`src/rtl/vtm_pkg.sv`:
```
// shared types and codes for the virtual timer multiplexer
`timescale 1ns / 1ps

package vtm_pkg;

    // input operation codes
    localparam logic [1:0] OP_TICK   = 2'd0;
    localparam logic [1:0] OP_START  = 2'd1;
    localparam logic [1:0] OP_CANCEL = 2'd2;

    localparam int DUR_W = 32;
    localparam int ID_W  = 4;

    typedef enum logic [1:0] {
        RES_STARTED   = 2'd0,
        RES_EXPIRED   = 2'd1,
        RES_CANCELLED = 2'd2,
        RES_REFUSED   = 2'd3
    } t_res_kind;

    typedef enum logic [1:0] {
        CMD_TICK,
        CMD_START,
        CMD_CANCEL
    } t_cmd_kind;

    typedef struct packed {
        t_cmd_kind          kind;
        logic [DUR_W-1:0]   duration;
        logic               rep;
        logic [ID_W-1:0]    cid;
    } t_cmd;

    typedef enum logic [2:0] {
        S_IDLE,
        S_TICK,
        S_FLUSH,
        S_START,
        S_CANCEL
    } t_state;

endpackage

```
`src/rtl/vtm_if.sv`:
```
// valid/ready channel interfaces for commands and results
`timescale 1ns / 1ps

interface vtm_cmd_if;
    logic        valid;
    logic        ready;
    logic [1:0]  op;
    logic [31:0] duration;
    logic        repeat_req;
    logic [3:0]  cancel_id;

    modport source (output valid, output op, output duration, output repeat_req,
                    output cancel_id, input ready);
    modport sink   (input valid, input op, input duration, input repeat_req,
                    input cancel_id, output ready);
endinterface

interface vtm_res_if;
    logic        valid;
    logic        ready;
    logic [1:0]  result_kind;
    logic [3:0]  slot_id;
    logic        last;

    modport source (output valid, output result_kind, output slot_id, output last,
                    input ready);
    modport sink   (input valid, input result_kind, input slot_id, input last,
                    output ready);
endinterface

```
`src/rtl/virtual_timer_multiplexer.sv`:
```
// top level of the virtual timer multiplexer
//
//  channel   dir  beat payload                                  handshake
//  i_cmd     in   op, duration, repeat_req, cancel_id           valid / ready
//  o_res     out  result_kind, slot_id, last                    valid / ready
//
// a tick is dispatched from idle, then the slot table in one ram read port is walked
// one slot a cycle, holding while a second expiry waits on a busy result register;
// a final beat with last set follows when any timer expires.
// a start walks to the first free slot and is refused when none is free.
// reset clears the counter and all slot active bits; no clearing pass.
// commands wait in a two-beat queue; a new result waits until the held beat is taken.
`timescale 1ns / 1ps

module virtual_timer_multiplexer #(
    parameter int NUM_TIMERS = 16
) (
    input  logic      i_clk,
    input  logic      i_rst_n,
    vtm_cmd_if.sink   i_cmd,
    vtm_res_if.source o_res
);
    import vtm_pkg::*;

    logic q_valid;
    t_cmd q_cmd;
    logic q_pop;

    vtm_front u_front (
        .i_clk     (i_clk),
        .i_rst_n   (i_rst_n),
        .i_cmd     (i_cmd),
        .o_q_valid (q_valid),
        .o_q_cmd   (q_cmd),
        .i_q_pop   (q_pop)
    );

    vtm_back #(
        .NUM_TIMERS (NUM_TIMERS)
    ) u_back (
        .i_clk     (i_clk),
        .i_rst_n   (i_rst_n),
        .i_q_valid (q_valid),
        .i_q_cmd   (q_cmd),
        .o_q_pop   (q_pop),
        .o_res     (o_res)
    );

endmodule

```
`src/rtl/vtm_ram.sv`:
```
// generic simple dual port ram with registered read
`timescale 1ns / 1ps

module vtm_ram #(
    parameter int WIDTH = 8,
    parameter int DEPTH = 16
) (
    input  logic                     i_clk,
    input  logic                     i_wr_en,
    input  logic [$clog2(DEPTH)-1:0] i_wr_addr,
    input  logic [WIDTH-1:0]         i_wr_data,
    input  logic [$clog2(DEPTH)-1:0] i_rd_addr,
    output logic [WIDTH-1:0]         o_rd_data
);

    logic [WIDTH-1:0] r_mem [DEPTH];
    logic [WIDTH-1:0] r_rd_data;

    always_ff @(posedge i_clk) begin
        if (i_wr_en) begin
            r_mem[i_wr_addr] <= i_wr_data;
        end
        r_rd_data <= r_mem[i_rd_addr];
    end

    assign o_rd_data = r_rd_data;

endmodule

```
`src/rtl/vtm_front.sv`:
```
// command intake: decode, duration fix-up and a two-entry command queue
`timescale 1ns / 1ps

module vtm_front (
    input  logic          i_clk,
    input  logic          i_rst_n,
    vtm_cmd_if.sink       i_cmd,
    output logic          o_q_valid,
    output vtm_pkg::t_cmd o_q_cmd,
    input  logic          i_q_pop
);
    import vtm_pkg::*;

    t_cmd       r_mem [2];
    logic       r_wr_ptr, r_rd_ptr;
    logic [1:0] r_count;
    logic       n_wr_ptr, n_rd_ptr;
    logic [1:0] n_count;

    logic w_accept, w_push, w_pop;
    t_cmd w_cmd;

    assign i_cmd.ready = (r_count != 2'd2);
    assign w_accept    = i_cmd.valid && i_cmd.ready;

    always_comb begin
        w_cmd.duration = (i_cmd.duration == '0) ? DUR_W'(1) : i_cmd.duration;
        w_cmd.rep      = i_cmd.repeat_req;
        w_cmd.cid      = i_cmd.cancel_id;
        w_cmd.kind     = CMD_TICK;
        w_push         = 1'b0;
        unique case (i_cmd.op)
            OP_TICK: begin
                w_cmd.kind = CMD_TICK;
                w_push     = w_accept;
            end
            OP_START: begin
                w_cmd.kind = CMD_START;
                w_push     = w_accept;
            end
            OP_CANCEL: begin
                w_cmd.kind = CMD_CANCEL;
                w_push     = w_accept;
            end
            // undefined op is taken and dropped
            default: begin
                w_push = 1'b0;
            end
        endcase
    end

    assign o_q_valid = (r_count != 2'd0);
    assign o_q_cmd   = r_mem[r_rd_ptr];
    assign w_pop     = i_q_pop && o_q_valid;

    always_comb begin
        n_wr_ptr = w_push ? ~r_wr_ptr : r_wr_ptr;
        n_rd_ptr = w_pop  ? ~r_rd_ptr : r_rd_ptr;
        n_count  = r_count + 2'(w_push) - 2'(w_pop);
    end

    always_ff @(posedge i_clk) begin
        if (!i_rst_n) begin
            r_wr_ptr <= 1'b0;
            r_rd_ptr <= 1'b0;
            r_count  <= 2'd0;
        end else begin
            r_wr_ptr <= n_wr_ptr;
            r_rd_ptr <= n_rd_ptr;
            r_count  <= n_count;
        end
    end

    always_ff @(posedge i_clk) begin
        if (w_push) begin
            r_mem[r_wr_ptr] <= w_cmd;
        end
    end

endmodule

```
`src/rtl/vtm_back.sv`:
```
// timer engine: slot table scan, start, cancel and result register
`timescale 1ns / 1ps

module vtm_back #(
    parameter int NUM_TIMERS = 16
) (
    input  logic          i_clk,
    input  logic          i_rst_n,
    input  logic          i_q_valid,
    input  vtm_pkg::t_cmd i_q_cmd,
    output logic          o_q_pop,
    vtm_res_if.source     o_res
);
    import vtm_pkg::*;

    localparam int IW    = $clog2(NUM_TIMERS);
    localparam int RAM_W = 1 + 2 * DUR_W;

    t_state                r_state, n_state;
    logic [IW-1:0]         r_idx, n_idx;
    logic [DUR_W-1:0]      r_now, n_now;
    logic [NUM_TIMERS-1:0] r_active, n_active;
    logic                  r_pend_v, n_pend_v;
    logic [IW-1:0]         r_pend_id, n_pend_id;
    logic                  r_out_valid, n_out_valid;

    // latched command and result payload
    logic [DUR_W-1:0] r_dur;
    logic             r_rep;
    logic [ID_W-1:0]  r_cid;
    t_res_kind        r_out_kind;
    logic [ID_W-1:0]  r_out_id;
    logic             r_out_last;

    logic             w_emit;
    t_res_kind        w_emit_kind;
    logic [ID_W-1:0]  w_emit_id;
    logic             w_emit_last;

    logic             w_we;
    logic [IW-1:0]    w_waddr, w_raddr;
    logic [RAM_W-1:0] w_wdata, w_rdata;

    logic             w_rd_rep;
    logic [DUR_W-1:0] w_rd_period, w_rd_deadline;

    logic          w_out_free, w_match, w_idx_last, w_slot_free, w_cid_ok, w_tick_stall;
    logic [IW-1:0] w_cid_idx;

    vtm_ram #(
        .WIDTH (RAM_W),
        .DEPTH (NUM_TIMERS)
    ) u_slot_ram (
        .i_clk     (i_clk),
        .i_wr_en   (w_we),
        .i_wr_addr (w_waddr),
        .i_wr_data (w_wdata),
        .i_rd_addr (w_raddr),
        .o_rd_data (w_rdata)
    );

    assign {w_rd_rep, w_rd_period, w_rd_deadline} = w_rdata;

    assign w_out_free   = !r_out_valid || o_res.ready;
    assign w_match      = r_active[r_idx] && (w_rd_deadline == r_now);
    assign w_idx_last   = (r_idx == IW'(NUM_TIMERS - 1));
    assign w_slot_free  = !r_active[r_idx];
    assign w_cid_idx    = IW'(r_cid);
    assign w_cid_ok     = (32'(r_cid) < NUM_TIMERS) && r_active[w_cid_idx];
    // a second hit cannot be taken until the held one has gone out
    assign w_tick_stall = w_match && r_pend_v && !w_out_free;

    // next state
    always_comb begin
        n_state = r_state;
        unique case (r_state)
            S_IDLE: begin
                if (i_q_valid) begin
                    unique case (i_q_cmd.kind)
                        CMD_TICK:   n_state = S_TICK;
                        CMD_START:  n_state = S_START;
                        CMD_CANCEL: n_state = S_CANCEL;
                        default:    n_state = S_IDLE;
                    endcase
                end
            end
            S_TICK: begin
                if (!w_tick_stall && w_idx_last) begin
                    n_state = (w_match || r_pend_v) ? S_FLUSH : S_IDLE;
                end
            end
            S_FLUSH: begin
                if (w_out_free) n_state = S_IDLE;
            end
            S_START: begin
                if ((w_slot_free || w_idx_last) && w_out_free) n_state = S_IDLE;
            end
            S_CANCEL: begin
                if (w_out_free) n_state = S_IDLE;
            end
            default: n_state = S_IDLE;
        endcase
    end

    // datapath and outputs
    always_comb begin
        o_q_pop     = 1'b0;
        n_idx       = r_idx;
        n_now       = r_now;
        n_active    = r_active;
        n_pend_v    = r_pend_v;
        n_pend_id   = r_pend_id;
        w_emit      = 1'b0;
        w_emit_kind = RES_EXPIRED;
        w_emit_id   = ID_W'(r_pend_id);
        w_emit_last = 1'b1;
        w_we        = 1'b0;
        w_waddr     = r_idx;
        w_wdata     = {w_rd_rep, w_rd_period, w_rd_deadline + w_rd_period};
        w_raddr     = r_idx;
        unique case (r_state)
            S_IDLE: begin
                o_q_pop = i_q_valid;
                n_idx   = '0;
                w_raddr = '0;
                if (i_q_valid && i_q_cmd.kind == CMD_TICK) begin
                    n_now = r_now + DUR_W'(1);
                end
            end
            S_TICK: begin
                if (!w_tick_stall) begin
                    w_raddr = r_idx + IW'(1);
                    n_idx   = r_idx + IW'(1);
                    if (w_match) begin
                        if (w_rd_rep) begin
                            w_we = 1'b1;
                        end else begin
                            n_active[r_idx] = 1'b0;
                        end
                        // emit the held hit, keep this one back for the last flag
                        if (r_pend_v) begin
                            w_emit      = 1'b1;
                            w_emit_last = 1'b0;
                        end
                        n_pend_v  = 1'b1;
                        n_pend_id = r_idx;
                    end
                end
            end
            S_FLUSH: begin
                if (w_out_free) begin
                    w_emit   = 1'b1;
                    n_pend_v = 1'b0;
                end
            end
            S_START: begin
                w_wdata = {r_rep, r_dur, r_now + r_dur};
                if (w_slot_free) begin
                    if (w_out_free) begin
                        w_we            = 1'b1;
                        n_active[r_idx] = 1'b1;
                        w_emit          = 1'b1;
                        w_emit_kind     = RES_STARTED;
                        w_emit_id       = ID_W'(r_idx);
                    end
                end else if (w_idx_last) begin
                    if (w_out_free) begin
                        w_emit      = 1'b1;
                        w_emit_kind = RES_REFUSED;
                        w_emit_id   = '0;
                    end
                end else begin
                    n_idx = r_idx + IW'(1);
                end
            end
            S_CANCEL: begin
                w_emit_id = r_cid;
                if (w_out_free) begin
                    w_emit = 1'b1;
                    if (w_cid_ok) begin
                        n_active[w_cid_idx] = 1'b0;
                        w_emit_kind         = RES_CANCELLED;
                    end else begin
                        w_emit_kind = RES_REFUSED;
                    end
                end
            end
            default: begin
                o_q_pop = 1'b0;
            end
        endcase

        if (w_emit) begin
            n_out_valid = 1'b1;
        end else if (o_res.ready) begin
            n_out_valid = 1'b0;
        end else begin
            n_out_valid = r_out_valid;
        end
    end

    always_ff @(posedge i_clk) begin
        if (!i_rst_n) begin
            r_state     <= S_IDLE;
            r_idx       <= '0;
            r_now       <= '0;
            r_active    <= '0;
            r_pend_v    <= 1'b0;
            r_pend_id   <= '0;
            r_out_valid <= 1'b0;
        end else begin
            r_state     <= n_state;
            r_idx       <= n_idx;
            r_now       <= n_now;
            r_active    <= n_active;
            r_pend_v    <= n_pend_v;
            r_pend_id   <= n_pend_id;
            r_out_valid <= n_out_valid;
        end
    end

    always_ff @(posedge i_clk) begin
        if (o_q_pop) begin
            r_dur <= i_q_cmd.duration;
            r_rep <= i_q_cmd.rep;
            r_cid <= i_q_cmd.cid;
        end
        if (w_emit) begin
            r_out_kind <= w_emit_kind;
            r_out_id   <= w_emit_id;
            r_out_last <= w_emit_last;
        end
    end

    assign o_res.valid       = r_out_valid;
    assign o_res.result_kind = r_out_kind;
    assign o_res.slot_id     = r_out_id;
    assign o_res.last        = r_out_last;

endmodule

```
`src/flat_wrapper.sv`:
```
// flat-port wrapper written by rule: the top's interface ports become plain ports
module virtual_timer_multiplexer_flat import vtm_pkg::*;
#(
    parameter int NUM_TIMERS = 16
)
  (i_clk, i_rst_n, i_cmd_valid, i_cmd_op, i_cmd_duration, i_cmd_repeat_req, i_cmd_cancel_id, i_cmd_ready, o_res_valid, o_res_result_kind, o_res_slot_id, o_res_last, o_res_ready);
  vtm_cmd_if i_cmd_i ();
  vtm_res_if o_res_i ();
  input  logic i_clk;
  input  logic i_rst_n;
  input wire logic [$bits(i_cmd_i.valid)-1:0] i_cmd_valid;
  input wire logic [$bits(i_cmd_i.op)-1:0] i_cmd_op;
  input wire logic [$bits(i_cmd_i.duration)-1:0] i_cmd_duration;
  input wire logic [$bits(i_cmd_i.repeat_req)-1:0] i_cmd_repeat_req;
  input wire logic [$bits(i_cmd_i.cancel_id)-1:0] i_cmd_cancel_id;
  output wire logic [$bits(i_cmd_i.ready)-1:0] i_cmd_ready;
  output wire logic [$bits(o_res_i.valid)-1:0] o_res_valid;
  output wire logic [$bits(o_res_i.result_kind)-1:0] o_res_result_kind;
  output wire logic [$bits(o_res_i.slot_id)-1:0] o_res_slot_id;
  output wire logic [$bits(o_res_i.last)-1:0] o_res_last;
  input wire logic [$bits(o_res_i.ready)-1:0] o_res_ready;
  assign i_cmd_i.valid = i_cmd_valid;
  assign i_cmd_i.op = i_cmd_op;
  assign i_cmd_i.duration = i_cmd_duration;
  assign i_cmd_i.repeat_req = i_cmd_repeat_req;
  assign i_cmd_i.cancel_id = i_cmd_cancel_id;
  assign i_cmd_ready = i_cmd_i.ready;
  assign o_res_valid = o_res_i.valid;
  assign o_res_result_kind = o_res_i.result_kind;
  assign o_res_slot_id = o_res_i.slot_id;
  assign o_res_last = o_res_i.last;
  assign o_res_i.ready = o_res_ready;
  virtual_timer_multiplexer #(.NUM_TIMERS(NUM_TIMERS)) u_core (.i_clk(i_clk), .i_rst_n(i_rst_n), .i_cmd(i_cmd_i), .o_res(o_res_i));
endmodule
```
`config.mk`:
```
export PLATFORM = sky130hd
export DESIGN_NAME = virtual_timer_multiplexer_flat
export DESIGN_NICKNAME = d
export VERILOG_FILES = /design/src/rtl/vtm_pkg.sv /design/src/rtl/vtm_if.sv /design/src/rtl/virtual_timer_multiplexer.sv /design/src/rtl/vtm_ram.sv /design/src/rtl/vtm_front.sv /design/src/rtl/vtm_back.sv /design/src/flat_wrapper.sv
export SDC_FILE = /design/constraint.sdc
export NUM_CORES = 2
export LEC_CHECK = 0
export ABC_AREA = 1
export CORE_ASPECT_RATIO = 0.8
export CORE_MARGIN = 5
export CORE_UTILIZATION = 53
export CTS_CLUSTER_DIAMETER = 150
export CTS_CLUSTER_SIZE = 24
export DETAILED_ROUTE_END_ITERATION = 8
export DONT_BUFFER_PORTS = 1
export PLACE_DENSITY_LB_ADDON = 0.05
export SYNTH_ARGS = -nofsm -noshare
export SYNTH_HDL_FRONTEND = slang
export SYNTH_SLANG_ARGS = --single-unit
export TNS_END_PERCENT = 50
```
`constraint.sdc`:
```
create_clock -name i_clk -period 8.6 [get_ports i_clk]
set_clock_uncertainty 0.1 [all_clocks]
set_input_delay 1.72 -clock i_clk [delete_from_list [all_inputs] [get_ports i_clk]]
set_output_delay 1.72 -clock i_clk [all_outputs]
set_load 0.01 [all_outputs]
```
==> metrics.md <==
| Metric | Value |
|---|---|
| Setup violations, final | `0` |
| Routed wire length | `166000 um` |
| Fraction of layout cells with a size suffix above 1 | `0.0346` |
| Grt peak-use layer | `met1` |
| Remaining global-route overflow | `0` |
| First-pass GRT wire length | `249000 um` |
| RSZ-0062 raised after global routing | `no` |
| Max IR drop VDD | `between 0.2 and 0.25 mV` |
| Cell accounting for the most synthesized area | `edfxtp_1` |
| Startpoint types | `flip-flop` |
| Vert. Die Dim | `309 um` |
| Met1 usage | `0.429` |
| Critical path fanouts, max | `between 90 and 100` |
| Max cap viols | `0` |
| GRT Util Overall | `0.277` |
| Min-Delay Path Class | `flip-flop to flip-flop` |
| Chip width | `384 um` |
| Relative slew margins | `0.199` |
| Crit Path Category | `flip-flop to flip-flop` |
| Sum Neg Setup Slack | `0 ns` |
| CTS tree | `yes` |
| Register area share after synthesis | `0.633` |
| Netlist cell types | `56` |
| Top cell type's share of synthesized area | `0.589` |
| DRC Markers | `0` |
| Met3 GRT Util | `0.0352` |
| Avg Cell Area, Syn | `approximately 9.7 um^2` |
| Syn Nets | `between 6000 and 7000` |
| Post-synth EDFFs | `1162` |
| Setup bufs post-CTS | `0` |
| Tcrit/Tclk final | `0.590` |
| Synth Flop Type | `edfxtp_1` |
| Die footprint | `between 100000 and 150000 um^2` |
| Number of synthesized register bits | `1293` |
| Via/cell ratio | `approximately 5.6` |
| Post-Syn Area | `59200 um^2` |
| Leakage | `25.4 nW` |
| Starting density of the core | `0.535` |
| TritonCTS Buffers | `59` |
| Antenna violations before repair | `3` |
| PortBufs | `0` |
| Minimum clock period | `roughly 5.1 ns` |
| GP Congestion | `0.981` |
| Slew Limit Fails | `0` |
| Power Density | `303 nW/um^2` |
| Mapped Cells | `between 6000 and 7000` |
| H-tree depth | `2` |
| Post-DP HPWL | `93300 um` |
| DR pass1 iterations | `6` |
| Total Nets Final | `6039` |
| Hold-fix buffers, CTS | `0` |
| Initial drt markers | `4741` |
| FFs w/ async S/R, synth | `0` |
| Critical Path RT | `9.12 ns` |
| Vias in the first global route | `37828` |
| Worst EP arrival | `around 5.6 ns` |
| Met2 Track Usage GR | `0.420` |
| Num rows | `109` |
| Synth warn | `0` |
| Clock sinks | `1293` |
| Clock Path Buffers | `3` |
| Worst Tran Pin Value | `1.19 ns` |
| Final hold vios | `0` |
| Core ar. | `roughly 110000 um^2` |
| I/O pin cnt | `52` |
| Final ANT Viol Nets | `0` |
| Hold slack | `0.359 ns` |
| Critical path endpoint category | `flip-flop` |
| Clock latency on the worst-skew pair | `approximately 0.7 ns` |
| Via Count | `41820` |
| Wire per inst | `~22 um` |
| Layout area overhead | `4.95%` |
| Post_cts resized | `0` |
| Top post-synthesis cells by area | `edfxtp_1 (59%), nand2_1 (11%), nand3_1 (10%)` |
| Status | `complete, no violations` |
| Root Driver | `clkbuf_16` |
| Max frequency | `197 MHz` |
| Largest net degree at the start of global routing | `about 200` |
| CTS clk-pin slew, worst paths | `0.10 ns` |
sequential cells by signal, summed over array words and instances (netlist names), 2 cells and up, named ones only:
name,count
u_core.u_back.r_idx,4
u_core.u_back.r_state,3
u_core.u_back.o_res.result_kind,2
u_core.u_front.r_count,2
u_core.u_back.r_now,32
u_core.u_back.u_slot_ram.o_rd_data,65
u_core.u_back.r_cid,4
u_core.u_back.u_slot_ram.r_mem,1040
u_core.u_back.r_pend_id,4
u_core.u_back.o_res.slot_id,4
u_core.u_front.r_mem,78
u_core.u_back.r_active,16
u_core.u_back.r_dur,32
synth_stat cells, types with 5 or more instances:
master    instances
nor2_1          196
o211ai_1          6
o21a_1            8
inv_1           754
a221oi_1          7
nand4_1          18
o21ai_0         137
nor3_1           42
nand3_1        1210
inv_2             9
dfxtp_1         131
buf_4            24
or2_2             6
buf_2           153
nand2_1        1726
buf_6             5
a21oi_1         145
xnor2_1           8
a21o_1            7
buf_1            18
clkbuf_1        146
xor2_1           22
edfxtp_1       1162
o21bai_1          7
nor4_1           13
ha_1             69
a31oi_1          19
o31ai_1          15
o22ai_1          12
per-stage QoR:
| step | instance area, um^2 | util | total power, mW | std cells | setup slack (ns) |
|---|---|---|---|---|---|
| 6_report | 62200 | 0.561 | 18.8 | 7474 | 3.53 |
| 5_1_grt | 62200 | 0.561 | 19.9 | 7473 | 3.16 |
| 4_1_cts | 62200 | 0.561 | 18.8 | 7473 | 3.65 |
| 3_5_place_dp | 60400 | 0.546 | 15.6 | 7362 | 3.37 |
| 3_3_place_gp | 60400 | 0.546 | 15.5 | 7362 | 3.37 |
| 2_1_floorplan | 59200 | - | 13.4 | 6121 | 0.842 |
kinds of logic after synthesis:
group                    synth area share
AO/OA/AOI/OAI                      0.0361
AND/OR/NAND/NOR                     0.235
multiplexers                     0.000169
buffers and inverters              0.0759
XOR/XNOR                          0.00444
adder cells (fa/ha/maj)            0.0153
flip-flops                          0.633
power by group:
group | switching [mW] | total, mW | internal (mW)
registers | 0.455 | 9.30 | 8.85
clock network | 1.93 | 3.28 | 1.35
logic | 4.65 | 6.22 | 1.58
total | 7.04 | 18.8 | 11.8
final cells by class:
cell class | count | area, um^2
Clock buffer | 110 | 1710
Multi-Input combinational cell | 3715 | 17400
Sequential cell | 1293 | 37500
Inverter | 767 | 2890
Timing Repair Buffer | 89 | 768
Antenna cell | 1 | 2.50
Clock inverter | 1 | 5.00
Fill cell | 9847 | 48600
Tap cell | 1498 | 1870
critical path, cell delays in order, from the launching register on:
cell and delay, ns:
dfxtp_1 0.81, inv_2 0.30, nand2_1 0.12, nand3_1 0.08, nand2_1 0.08, nand2_1 0.05, nand2_1 0.07, inv_2 0.04
nand2_4 0.11, inv_2 0.09, nor2_4 0.13, nand4_1 0.14, nand3_4 0.42, buf_4 0.70, buf_4 0.86, nand3_1 0.16
nand2_1 0.12, nand2_1 0.06, nand3_1 0.09, nand3_1 0.10, nand2_1 0.10
layout by cell type, fill, tap and decap left out, types with 9 or more instances in the layout:
cell and count:
buf_4 81, a21oi_1 145, nor3_1 27, o22ai_1 12, nand3_1 1209, nor3_2 17, inv_1 752, o21ai_0 132
edfxtp_1 1162, a31oi_1 19, clkbuf_1 49, clkbuf_16 61, nand2_1 1724, nor2_1 191, o31ai_1 15, nand4_1 18
inv_2 9, ha_1 69, xor2_1 22, dfxtp_1 131, nor4_1 13
layer usage:
layer | up-vias | part of all wire | routed length (um)
met5 | - | 0 | 0
met4 | 0 | 0.023 | 3900
met3 | 181 | 0.069 | 11400
met2 | 1430 | 0.44 | 73700
met1 | 20169 | 0.46 | 77200
li1 | 20040 | - | -
final timing paths:
path | depth (start not counted) | to | startpoint | slack (ns)
max | 20 | u_core.u_back.u_slot_ram.o_rd_data[15] | u_core.u_back.r_idx[0] | 3.53
min | 1 | flip-flop | u_core.u_front.r_rd_ptr | 0.36
max reg2reg | 20 | u_core.u_back.u_slot_ram.o_rd_data[15] | u_core.u_back.r_idx[0] | 3.53
min reg2reg | 1 | flip-flop | u_core.u_front.r_rd_ptr | 0.36
(Power assumes the default switching activity.)
